[src/hw/rtl/emla_pkg.sv]
// shared types, constants and codes for the extent map lookup/append block
`timescale 1ns / 1ps
package emla_pkg;

    localparam int EXTENT_SLOTS = 4;
    localparam int SLOT_W       = (EXTENT_SLOTS > 1) ? $clog2(EXTENT_SLOTS) : 1;
    localparam int COUNT_W      = $clog2(EXTENT_SLOTS + 1);

    localparam int REQ_W   = 2;
    localparam int LBLK_W  = 32;
    localparam int PBLK_W  = 48;
    localparam int LEN_W   = 16;
    localparam int TOTAL_W = 48;
    localparam int SPB_W   = 8;
    localparam int STAT_W  = 2;

    localparam int S_TDATA_W = LBLK_W + PBLK_W;
    localparam int M_TDATA_W = PBLK_W + TOTAL_W;

    // request queue between front and back, power of two deep
    localparam int Q_DEPTH = 2;
    localparam int Q_PTR_W = (Q_DEPTH > 1) ? $clog2(Q_DEPTH) : 1;
    localparam int Q_CNT_W = $clog2(Q_DEPTH + 1);

    localparam logic [LEN_W-1:0] MAX_RUN = 16'd32768;

    localparam int APB_ADDR_W = 3;
    localparam int APB_DATA_W = 32;
    localparam logic [APB_ADDR_W-3:0] REG_IDX_SPB = 1'b0;
    localparam logic [SPB_W-1:0] SPB_RESET = 8'd8;

    typedef enum logic [REQ_W-1:0] {
        REQ_LOOKUP = 2'd0,
        REQ_MAP    = 2'd1,
        REQ_CLEAR  = 2'd2,
        REQ_NONE   = 2'd3
    } req_t;

    typedef enum logic [STAT_W-1:0] {
        STATUS_OK         = 2'd0,
        STATUS_NOT_MAPPED = 2'd1,
        STATUS_UNINIT     = 2'd2,
        STATUS_FULL       = 2'd3
    } status_t;

    typedef enum logic [1:0] {
        BK_IDLE,
        BK_SCAN,
        BK_MAP,
        BK_DONE
    } back_state_t;

    typedef struct packed {
        req_t               kind;
        logic [LBLK_W-1:0]  lblk;
        logic [PBLK_W-1:0]  pblk;
    } cmd_t;

endpackage

[src/hw/rtl/emla_front.sv]
// front stage: takes requests off the input stream and decodes their kind
`timescale 1ns / 1ps
module emla_front (
    input  logic                       aclk,
    input  logic                       aresetn,
    input  logic                       s_tvalid,
    output logic                       s_tready,
    // logical_block, physical_block
    input  logic [emla_pkg::S_TDATA_W-1:0] s_tdata,
    // req_type
    input  logic [emla_pkg::REQ_W-1:0] s_tuser,
    output logic                       fr_valid,
    output emla_pkg::cmd_t             fr_cmd,
    input  logic                       fr_ready
);
    import emla_pkg::*;

    logic valid_reg, valid_next;
    cmd_t cmd_reg, cmd_next;
    req_t kind_dec;

    always_comb begin
        case (s_tuser)
            REQ_LOOKUP: kind_dec = REQ_LOOKUP;
            REQ_MAP:    kind_dec = REQ_MAP;
            REQ_CLEAR:  kind_dec = REQ_CLEAR;
            default:    kind_dec = REQ_NONE;
        endcase
    end

    assign s_tready = !valid_reg || fr_ready;

    always_comb begin
        valid_next = valid_reg;
        cmd_next   = cmd_reg;
        if (fr_ready) begin
            valid_next = 1'b0;
        end
        if (s_tvalid && s_tready) begin
            valid_next    = 1'b1;
            cmd_next.kind = kind_dec;
            cmd_next.lblk = s_tdata[LBLK_W-1:0];
            // physical block only matters to map requests
            cmd_next.pblk = (kind_dec == REQ_MAP) ? s_tdata[S_TDATA_W-1:LBLK_W] : '0;
        end
    end

    always_ff @(posedge aclk) begin
        if (!aresetn) begin
            valid_reg <= 1'b0;
        end else begin
            valid_reg <= valid_next;
        end
        cmd_reg <= cmd_next;
    end

    assign fr_valid = valid_reg;
    assign fr_cmd   = cmd_reg;

endmodule

[src/hw/rtl/emla_queue.sv]
// short request queue between the front and back stages
`timescale 1ns / 1ps
module emla_queue (
    input  logic           aclk,
    input  logic           aresetn,
    input  logic           push_valid,
    output logic           push_ready,
    input  emla_pkg::cmd_t push_cmd,
    output logic           pop_valid,
    input  logic           pop_ready,
    output emla_pkg::cmd_t pop_cmd
);
    import emla_pkg::*;

    cmd_t               slot_reg [Q_DEPTH];
    logic [Q_PTR_W-1:0] head_reg, head_next;
    logic [Q_PTR_W-1:0] tail_reg, tail_next;
    logic [Q_CNT_W-1:0] cnt_reg, cnt_next;
    logic               do_push, do_pop;

    assign push_ready = (cnt_reg != Q_CNT_W'(Q_DEPTH));
    assign pop_valid  = (cnt_reg != '0);
    assign do_push    = push_valid && push_ready;
    assign do_pop     = pop_valid && pop_ready;
    assign pop_cmd    = slot_reg[head_reg];

    always_comb begin
        head_next = head_reg;
        tail_next = tail_reg;
        cnt_next  = cnt_reg;
        if (do_push) begin
            tail_next = tail_reg + 1'b1;
        end
        if (do_pop) begin
            head_next = head_reg + 1'b1;
        end
        if (do_push && !do_pop) begin
            cnt_next = cnt_reg + 1'b1;
        end else if (do_pop && !do_push) begin
            cnt_next = cnt_reg - 1'b1;
        end
    end

    always_ff @(posedge aclk) begin
        if (!aresetn) begin
            head_reg <= '0;
            tail_reg <= '0;
            cnt_reg  <= '0;
        end else begin
            head_reg <= head_next;
            tail_reg <= tail_next;
            cnt_reg  <= cnt_next;
        end
        if (do_push) begin
            slot_reg[tail_reg] <= push_cmd;
        end
    end

endmodule

[src/hw/rtl/emla_back.sv]
// back stage: extent table, lookup scan, map/append, clear and the result register
`timescale 1ns / 1ps
module emla_back (
    input  logic                            aclk,
    input  logic                            aresetn,
    input  logic [emla_pkg::SPB_W-1:0]      sectors_per_block,
    input  logic                            q_valid,
    output logic                            q_ready,
    input  emla_pkg::cmd_t                  q_cmd,
    output logic                            m_tvalid,
    input  logic                            m_tready,
    // mapped_block, allocated_sectors
    output logic [emla_pkg::M_TDATA_W-1:0]  m_tdata,
    // status
    output logic [emla_pkg::STAT_W-1:0]     m_tuser
);
    import emla_pkg::*;

    back_state_t state_reg, state_next;

    // extent table, contents undefined until appended
    logic [LBLK_W-1:0] lstart_reg [EXTENT_SLOTS];
    logic [LEN_W-1:0]  len_reg    [EXTENT_SLOTS];
    logic [PBLK_W-1:0] pstart_reg [EXTENT_SLOTS];

    cmd_t               cmd_reg, cmd_next;
    logic [SLOT_W-1:0]  scan_idx_reg, scan_idx_next;
    logic               table_valid_reg, table_valid_next;
    logic [COUNT_W-1:0] count_reg, count_next;
    logic [TOTAL_W-1:0] total_reg, total_next;
    status_t            res_status_reg, res_status_next;
    logic               res_hit_reg, res_hit_next;
    logic [LEN_W-1:0]   res_offset_reg, res_offset_next;
    logic [PBLK_W-1:0]  res_phys_reg, res_phys_next;
    logic               out_valid_reg, out_valid_next;
    logic [PBLK_W-1:0]  out_mapped_reg, out_mapped_next;
    status_t            out_status_reg, out_status_next;
    logic [TOTAL_W-1:0] out_total_reg, out_total_next;

    logic [SLOT_W-1:0]  rd_idx;
    logic [LBLK_W-1:0]  rd_lstart;
    logic [LEN_W-1:0]   rd_len;
    logic [PBLK_W-1:0]  rd_pstart;
    logic [LBLK_W:0]    lend;
    logic [PBLK_W:0]    pend;
    logic [LBLK_W-1:0]  ldiff;
    logic [COUNT_W-1:0] count_dec;
    logic [SLOT_W-1:0]  last_idx;
    logic               hit, scan_last, grow, full, out_free;

    logic               wr_new;
    logic               wr_len;
    logic [SLOT_W-1:0]  wr_idx;
    logic [LEN_W-1:0]   wr_len_val;

    assign count_dec = count_reg - 1'b1;
    assign last_idx  = count_dec[SLOT_W-1:0];

    // map looks at the last extent, the scan walks the slots in order
    assign rd_idx    = (state_reg == BK_MAP) ? last_idx : scan_idx_reg;
    assign rd_lstart = lstart_reg[rd_idx];
    assign rd_len    = len_reg[rd_idx];
    assign rd_pstart = pstart_reg[rd_idx];

    // extent ends at full width so nothing wraps
    assign lend  = {1'b0, rd_lstart} + (LBLK_W + 1)'(rd_len);
    assign pend  = {1'b0, rd_pstart} + (PBLK_W + 1)'(rd_len);
    assign ldiff = cmd_reg.lblk - rd_lstart;

    assign hit       = (cmd_reg.lblk >= rd_lstart) && ({1'b0, cmd_reg.lblk} < lend);
    assign scan_last = (COUNT_W'(scan_idx_reg) + 1'b1) == count_reg;
    assign grow      = (count_reg != '0) && ({1'b0, cmd_reg.lblk} == lend) &&
                       ({1'b0, cmd_reg.pblk} == pend) && (rd_len < MAX_RUN);
    assign full      = (count_reg >= COUNT_W'(EXTENT_SLOTS));
    assign out_free  = !out_valid_reg || m_tready;

    // next state
    always_comb begin
        state_next = state_reg;
        case (state_reg)
            BK_IDLE: begin
                if (q_valid) begin
                    case (q_cmd.kind)
                        REQ_LOOKUP: state_next = (table_valid_reg && count_reg != '0) ?
                                                 BK_SCAN : BK_DONE;
                        REQ_MAP:    state_next = BK_MAP;
                        default:    state_next = BK_DONE;
                    endcase
                end
            end
            BK_SCAN: begin
                if (hit || scan_last) begin
                    state_next = BK_DONE;
                end
            end
            BK_MAP: state_next = BK_DONE;
            BK_DONE: begin
                if (out_free) begin
                    state_next = BK_IDLE;
                end
            end
            default: state_next = BK_IDLE;
        endcase
    end

    // datapath and outputs
    always_comb begin
        q_ready          = 1'b0;
        cmd_next         = cmd_reg;
        scan_idx_next    = scan_idx_reg;
        table_valid_next = table_valid_reg;
        count_next       = count_reg;
        total_next       = total_reg;
        res_status_next  = res_status_reg;
        res_hit_next     = res_hit_reg;
        res_offset_next  = res_offset_reg;
        res_phys_next    = res_phys_reg;
        out_valid_next   = out_valid_reg && !m_tready;
        out_mapped_next  = out_mapped_reg;
        out_status_next  = out_status_reg;
        out_total_next   = out_total_reg;
        wr_new           = 1'b0;
        wr_len           = 1'b0;
        wr_idx           = count_reg[SLOT_W-1:0];
        wr_len_val       = rd_len + 1'b1;
        case (state_reg)
            BK_IDLE: begin
                if (q_valid) begin
                    q_ready       = 1'b1;
                    cmd_next      = q_cmd;
                    scan_idx_next = '0;
                    res_hit_next  = 1'b0;
                    case (q_cmd.kind)
                        REQ_LOOKUP: res_status_next = table_valid_reg ?
                                                      STATUS_NOT_MAPPED : STATUS_UNINIT;
                        REQ_CLEAR: begin
                            res_status_next  = STATUS_OK;
                            table_valid_next = 1'b0;
                            count_next       = '0;
                            total_next       = '0;
                        end
                        default: res_status_next = STATUS_OK;
                    endcase
                end
            end
            BK_SCAN: begin
                if (hit) begin
                    res_hit_next    = 1'b1;
                    res_status_next = STATUS_OK;
                    res_offset_next = ldiff[LEN_W-1:0];
                    res_phys_next   = rd_pstart;
                end else if (!scan_last) begin
                    scan_idx_next = scan_idx_reg + 1'b1;
                end
            end
            BK_MAP: begin
                table_valid_next = 1'b1;
                if (grow) begin
                    wr_len          = 1'b1;
                    wr_idx          = last_idx;
                    res_status_next = STATUS_OK;
                end else if (full) begin
                    res_status_next = STATUS_FULL;
                end else begin
                    wr_new          = 1'b1;
                    count_next      = count_reg + 1'b1;
                    res_status_next = STATUS_OK;
                end
                if (grow || !full) begin
                    total_next = total_reg + TOTAL_W'(sectors_per_block);
                end
            end
            BK_DONE: begin
                if (out_free) begin
                    out_valid_next  = 1'b1;
                    out_mapped_next = res_hit_reg ?
                                      res_phys_reg + PBLK_W'(res_offset_reg) : '0;
                    out_status_next = res_status_reg;
                    out_total_next  = total_reg;
                end
            end
            default: ;
        endcase
    end

    always_ff @(posedge aclk) begin
        if (!aresetn) begin
            state_reg       <= BK_IDLE;
            table_valid_reg <= 1'b0;
            count_reg       <= '0;
            total_reg       <= '0;
            out_valid_reg   <= 1'b0;
        end else begin
            state_reg       <= state_next;
            table_valid_reg <= table_valid_next;
            count_reg       <= count_next;
            total_reg       <= total_next;
            out_valid_reg   <= out_valid_next;
        end
        cmd_reg        <= cmd_next;
        scan_idx_reg   <= scan_idx_next;
        res_status_reg <= res_status_next;
        res_hit_reg    <= res_hit_next;
        res_offset_reg <= res_offset_next;
        res_phys_reg   <= res_phys_next;
        out_mapped_reg <= out_mapped_next;
        out_status_reg <= out_status_next;
        out_total_reg  <= out_total_next;
        if (wr_new) begin
            lstart_reg[wr_idx] <= cmd_reg.lblk;
            len_reg[wr_idx]    <= LEN_W'(1);
            pstart_reg[wr_idx] <= cmd_reg.pblk;
        end else if (wr_len) begin
            len_reg[wr_idx] <= wr_len_val;
        end
    end

    assign m_tvalid = out_valid_reg;
    assign m_tdata  = {out_total_reg, out_mapped_reg};
    assign m_tuser  = out_status_reg;

endmodule

[src/hw/rtl/extent_map_lookup_append.sv]
// top level: config register, front stage, request queue and back stage
// lookups walk the extent slots in order, one slot per cycle, and stop at the first
//   hit or the last used slot; the back stage takes the next request only after
//   the result of the last one has been registered
// reset: synchronous on aresetn low; empties the table, zeroes the sector total,
//   sets sectors_per_block to 8; no clearing pass, requests accepted at once
`timescale 1ns / 1ps
module extent_map_lookup_append (
    input  logic                                aclk,
    input  logic                                aresetn,
    input  logic                                psel,
    input  logic                                penable,
    input  logic                                pwrite,
    input  logic [emla_pkg::APB_ADDR_W-1:0]     paddr,
    input  logic [emla_pkg::APB_DATA_W-1:0]     pwdata,
    output logic [emla_pkg::APB_DATA_W-1:0]     prdata,
    output logic                                pready,
    input  logic                                s_tvalid,
    output logic                                s_tready,
    // [31:0] logical_block, [79:32] physical_block
    input  logic [emla_pkg::S_TDATA_W-1:0]      s_tdata,
    // [1:0] req_type
    input  logic [emla_pkg::REQ_W-1:0]          s_tuser,
    output logic                                m_tvalid,
    input  logic                                m_tready,
    // [47:0] mapped_block, [95:48] allocated_sectors
    output logic [emla_pkg::M_TDATA_W-1:0]      m_tdata,
    // [1:0] status
    output logic [emla_pkg::STAT_W-1:0]         m_tuser
);
    import emla_pkg::*;

    logic [SPB_W-1:0] spb_reg, spb_next;
    logic             spb_sel;
    logic             fr_valid, fr_ready;
    cmd_t             fr_cmd;
    logic             q_valid, q_ready;
    cmd_t             q_cmd;

    assign pready  = 1'b1;
    assign spb_sel = (paddr[APB_ADDR_W-1:2] == REG_IDX_SPB);
    assign prdata  = spb_sel ? APB_DATA_W'(spb_reg) : '0;

    always_comb begin
        spb_next = spb_reg;
        if (psel && penable && pwrite && pready && spb_sel) begin
            spb_next = pwdata[SPB_W-1:0];
        end
    end

    always_ff @(posedge aclk) begin
        if (!aresetn) begin
            spb_reg <= SPB_RESET;
        end else begin
            spb_reg <= spb_next;
        end
    end

    emla_front u_front (
        .aclk     (aclk),
        .aresetn  (aresetn),
        .s_tvalid (s_tvalid),
        .s_tready (s_tready),
        .s_tdata  (s_tdata),
        .s_tuser  (s_tuser),
        .fr_valid (fr_valid),
        .fr_cmd   (fr_cmd),
        .fr_ready (fr_ready)
    );

    emla_queue u_queue (
        .aclk       (aclk),
        .aresetn    (aresetn),
        .push_valid (fr_valid),
        .push_ready (fr_ready),
        .push_cmd   (fr_cmd),
        .pop_valid  (q_valid),
        .pop_ready  (q_ready),
        .pop_cmd    (q_cmd)
    );

    emla_back u_back (
        .aclk              (aclk),
        .aresetn           (aresetn),
        .sectors_per_block (spb_reg),
        .q_valid           (q_valid),
        .q_ready           (q_ready),
        .q_cmd             (q_cmd),
        .m_tvalid          (m_tvalid),
        .m_tready          (m_tready),
        .m_tdata           (m_tdata),
        .m_tuser           (m_tuser)
    );

endmodule

[config.mk]
export PLATFORM = sky130hd
export DESIGN_NAME = extent_map_lookup_append
export DESIGN_NICKNAME = d
export VERILOG_FILES = /design/src/hw/rtl/emla_pkg.sv /design/src/hw/rtl/emla_front.sv /design/src/hw/rtl/emla_queue.sv /design/src/hw/rtl/emla_back.sv /design/src/hw/rtl/extent_map_lookup_append.sv
export SDC_FILE = /design/constraint.sdc
export NUM_CORES = 1
export LEC_CHECK = 0
export BUFFER_PORTS_ARGS = -buffer_cell sky130_fd_sc_hd__buf_4
export CAP_MARGIN = 5
export CELL_PAD_IN_SITES_DETAIL_PLACEMENT = 1
export CELL_PAD_IN_SITES_GLOBAL_PLACEMENT = 1
export CORE_UTILIZATION = 35
export CTS_BUF_LIST = sky130_fd_sc_hd__clkbuf_8 sky130_fd_sc_hd__clkbuf_16
export DETAILED_ROUTE_END_ITERATION = 8
export HOLD_SLACK_MARGIN = 0.12
export MAX_ROUTING_LAYER = met4
export PLACE_DENSITY_LB_ADDON = 0.08
export SLEW_MARGIN = 10
export SYNTH_ARGS = -nofsm -noshare
export SYNTH_HDL_FRONTEND = slang
export SYNTH_SLANG_ARGS = --single-unit
[constraint.sdc]
create_clock -name aclk -period 10.5 [get_ports aclk]
set_input_delay 3.15 -clock aclk [delete_from_list [all_inputs] [get_ports aclk]]
set_output_delay 3.15 -clock aclk [all_outputs]
set_load 0.01 [all_outputs]
==> flow_metrics.py <==
metrics = {
    "run_status": {
        "status": "complete, no violations",
    },
    "cts": {
        "clock_path_buffers": 3,
        "cts_root_buffer": "clkbuf_16",
        "clk_pin_slew_ps": 60,
        "htreeDepth": 3,
        "cts_buffers": 104,
        "clock_latency_ps": 690,
        "cts_tree": "built",
        "cts_hold_buffers": 0,
        "cts_sinks": 946,
    },
    "route": {
        "routed.top_layer": "met4",
        "routed-wl-met2_mm": 55.98,
        "drt_iter0_drc": 1571,
        "wl_per_cell_um": 22.83,
        "first_pass_iters": 5,
        "vias": 25500,
        "vias_per_cell": 5.187,
        "postRouteAntennaNets": 0,
        "wl_met3_mm": 3.605,
        "m1WireLength_mm": 50.40,
        "drcViolationCount": 0,
        "routed_wirelength_mm": 112.3,
    },
    "timing": {
        "worst_slew_pin_slew_ps": 1227,
        "rsz0062_at_grt": "false",
        "setup_tns_ps": 0,
        "timing.fmax_mhz": 104.5,
        "setup_violations": 0,
        "final.period_utilization": 0.9116,
        "slew_viol_final": 0,
        "slew_headroom": 0.1810,
        "finalClockSkew_ps": 35.38,
        "hold_viol": 0,
        "hold_slack_ps": 420.7,
        "period_needed_ps": 9571,
    },
    "die": {
        "ios": 257,
        "initial_core_util": 0.3532,
        "rows": 127,
        "core_area_mm2": 0.1200,
        "die_area_mm2": 0.1225,
        "chipWidth_um": 350.0,
        "die_h_um": 350.0,
    },
    "power_and_ir_drop": {
        "p_total_w": 0.01653,
        "p_int_w": 0.01006,
        "power.density_mw_per_mm2": 331.9,
        "ir_drop_uv": 152.9,
        "netSwitchingPower_w": 0.006474,
        "seqPwrFrac": 0.326,
        "power_leakage_nw": 17.18,
        "p_sw_frac": 0.3917,
        "comb_power_share": 0.455,
        "clockPowerShare": 0.219,
    },
    "flow_run": {
        "cap_viol_max_count": 0,
    },
    "worst_setup_path": {
        "cpMostUsedCell": "buf_4",
        "slowest_delay_ps": 490,
        "cp_slowest_cell": "ha_1",
        "critPathCaptureType": "register",
        "crit_start": "u_back.count_reg[0]",
        "reg2reg_from": "u_back.count_reg[0]",
        "path_max_fanout": 16,
        "criticalPathCategory": "reg2reg",
        "arrival_ps": 9950,
        "crit_required_ps": 10870,
        "cp-start-kind": "register",
    },
    "synthesis": {
        "synth_flop_cell": "edfxtp_1",
        "netlist_instances": 2920,
        "syn_area_per_cell_um2": 14.51,
        "ys_ff_latch": 946,
        "synth_edf_count": 877,
        "ys_warn_count": 0,
        "synthArstFlopShare": 0,
        "yosysSeqAreaShare": 0.6541,
        "synth_area_mm2": 0.04237,
        "synth.distinct_cells": 95,
    },
    "grt": {
        "grt_pass1_vias": 27280,
        "grt_pass1_wl_mm": 170.3,
        "grt_max_degree": 86,
        "groute.usage.overall": 0.1892,
        "grt.overflow.total": 0,
        "antenna_found_initial": 3,
    },
    "finish": {
        "synthToLayoutAreaGrowth_pct": 17.53,
        "nNetsFinal": 3476,
        "largest_register_ffs": 192,
        "fillers": 12130,
        "layout-drive-gt1-share": 0.2016,
        "multi_input_area_mm2": 0.01377,
        "seq_area_mm2": 0.02772,
        "stdcell_area_mm2": 0.04980,
    },
    "min_path": {
        "min_from": "u_back.res_status_reg[0]",
        "hp-class": "reg2reg",
    },
    "placement": {
        "place_area_mm2": 0.04634,
        "dp_hpwl_mm": 79.03,
        "place_congestion": 0.8560,
        "io_buffers": 205,
    },
}
==> cells in the final DEF, fill, tap and decap left out, drive strengths merged, types with 18 or more instances in the layout <==
| cell | n |
|---|---|
| a211oi | 21 |
| a21o | 26 |
| a21oi | 100 |
| and2 | 62 |
| and3 | 37 |
| buf | 297 |
| clkbuf | 111 |
| clkinv | 42 |
| conb | 25 |
| dfxtp | 69 |
| edfxtp | 877 |
| ha | 131 |
| inv | 128 |
| mux2 | 84 |
| mux2i | 22 |
| mux4 | 92 |
| nand2 | 212 |
| nand2b | 26 |
| nand3 | 114 |
| nand4 | 59 |
| nor2 | 134 |
| nor2b | 37 |
| nor3 | 53 |
| nor4 | 22 |
| nor4b | 19 |
| o211ai | 31 |
| o21ai | 61 |
| o221ai | 20 |
| or3 | 18 |
| xnor2 | 122 |
| xor2 | 49 |
==> final timing paths <==
kind | to | slack [ps] | cells after the start
hold / removal | u_back.m_tuser[0] | 420 | 0
setup / recovery | u_back.len_reg[2][3] | 930 | 39
setup reg to reg | u_back.len_reg[2][3] | 930 | 39
hold reg to reg | u_back.m_tuser[0] | 420 | 0
==> cell usage after synthesis (62+ instances only) <==
library cell / count / area (um2)
nand2_1: 211 / 792.0
nand3_1: 114 / 570.6
dfxtp_1: 69 / 1381
nor2_1: 133 / 499.2
clkbuf_1: 72 / 270.3
edfxtp_1: 877 / 26340
xnor2_1: 122 / 1069
and2_1: 62 / 387.9
ha_1: 131 / 1639
mux2_2: 84 / 945.9
mux4_2: 87 / 1959
inv_1: 105 / 394.1
a21oi_1: 100 / 500.5
==> worst max-delay path: cells and delay by family, from the launching register on <==
| family | cells | cell delay, ps |
|---|---|---|
| fa+ha+maj | 3 | 1220 |
| xor+xnor | 1 | 150 |
| simple gates | 14 | 2930 |
| mux | 1 | 410 |
| compound gates | 11 | 2330 |
| buf+inv | 9 | 1710 |
| flops | 1 | 480 |
==> power by group through the flow <==
stage	Combinational [W]	Clock (W)	Sequential, W
after floorplan	0.00506	0	0.00532
after global placement	0.00742	0	0.00544
after detailed placement	0.00754	0	0.00548
after CTS	0.00760	0.00373	0.00540
after global routing	0.00829	0.00386	0.00545
final	0.00752	0.00362	0.00538
==> cell families (layout without fill, tap and decap cells) <==
kind of cell | after synthesis | after routing | share of synthesized area
buffers and inverters | 236 | 597 | 0.02516
AND/OR/NAND/NOR | 843 | 843 | 0.1043
multiplexers | 198 | 198 | 0.07686
other | 2 | 26 | 0.0001772
adder cells (fa/ha/maj) | 136 | 136 | 0.04104
XOR/XNOR | 171 | 171 | 0.03534
flip-flops | 946 | 946 | 0.6541
AO/OA/AOI/OAI | 388 | 388 | 0.06304
==> metal layers <==
metal,vias to the layer above,GRT usage
li1,11790,-
met4,0,0.05048
met2,430,0.3173
met5,-,-
met1,13140,0.2435
met3,147,0.01999
==> repair_timing <==
item                                    in CTS  in global routing
buffers inserted                             0                  6
endpoints found under the setup margin       0                494
gates resized for setup                      0                  2
==> final cells by class <==
cell class / instances / area share
Inverter: 106 / 0.008014
Antenna cell: 1 / 0.00005024
Multi-Input combinational cell: 1761 / 0.2765
Clock buffer: 111 / 0.05509
Clock inverter: 83 / 0.01342
Tap cell: 1612 / 0.04050
Sequential cell: 946 / 0.5566
Timing Repair Buffer: 297 / 0.04979
==> per-stage QoR <==
stage / std cells / utilization / worst slack [ps]
finish: 4917 / 0.4151 / 928.7
global route: 4916 / 0.4151 / 69.06
CTS: 4910 / 0.4147 / 376.1
detailed placement: 4716 / 0.3862 / 468.2
global placement: 4716 / 0.3862 / 681.0
floorplan: 2943 / - / 497.9
Note: power is estimated with default switching activity, not from simulation.
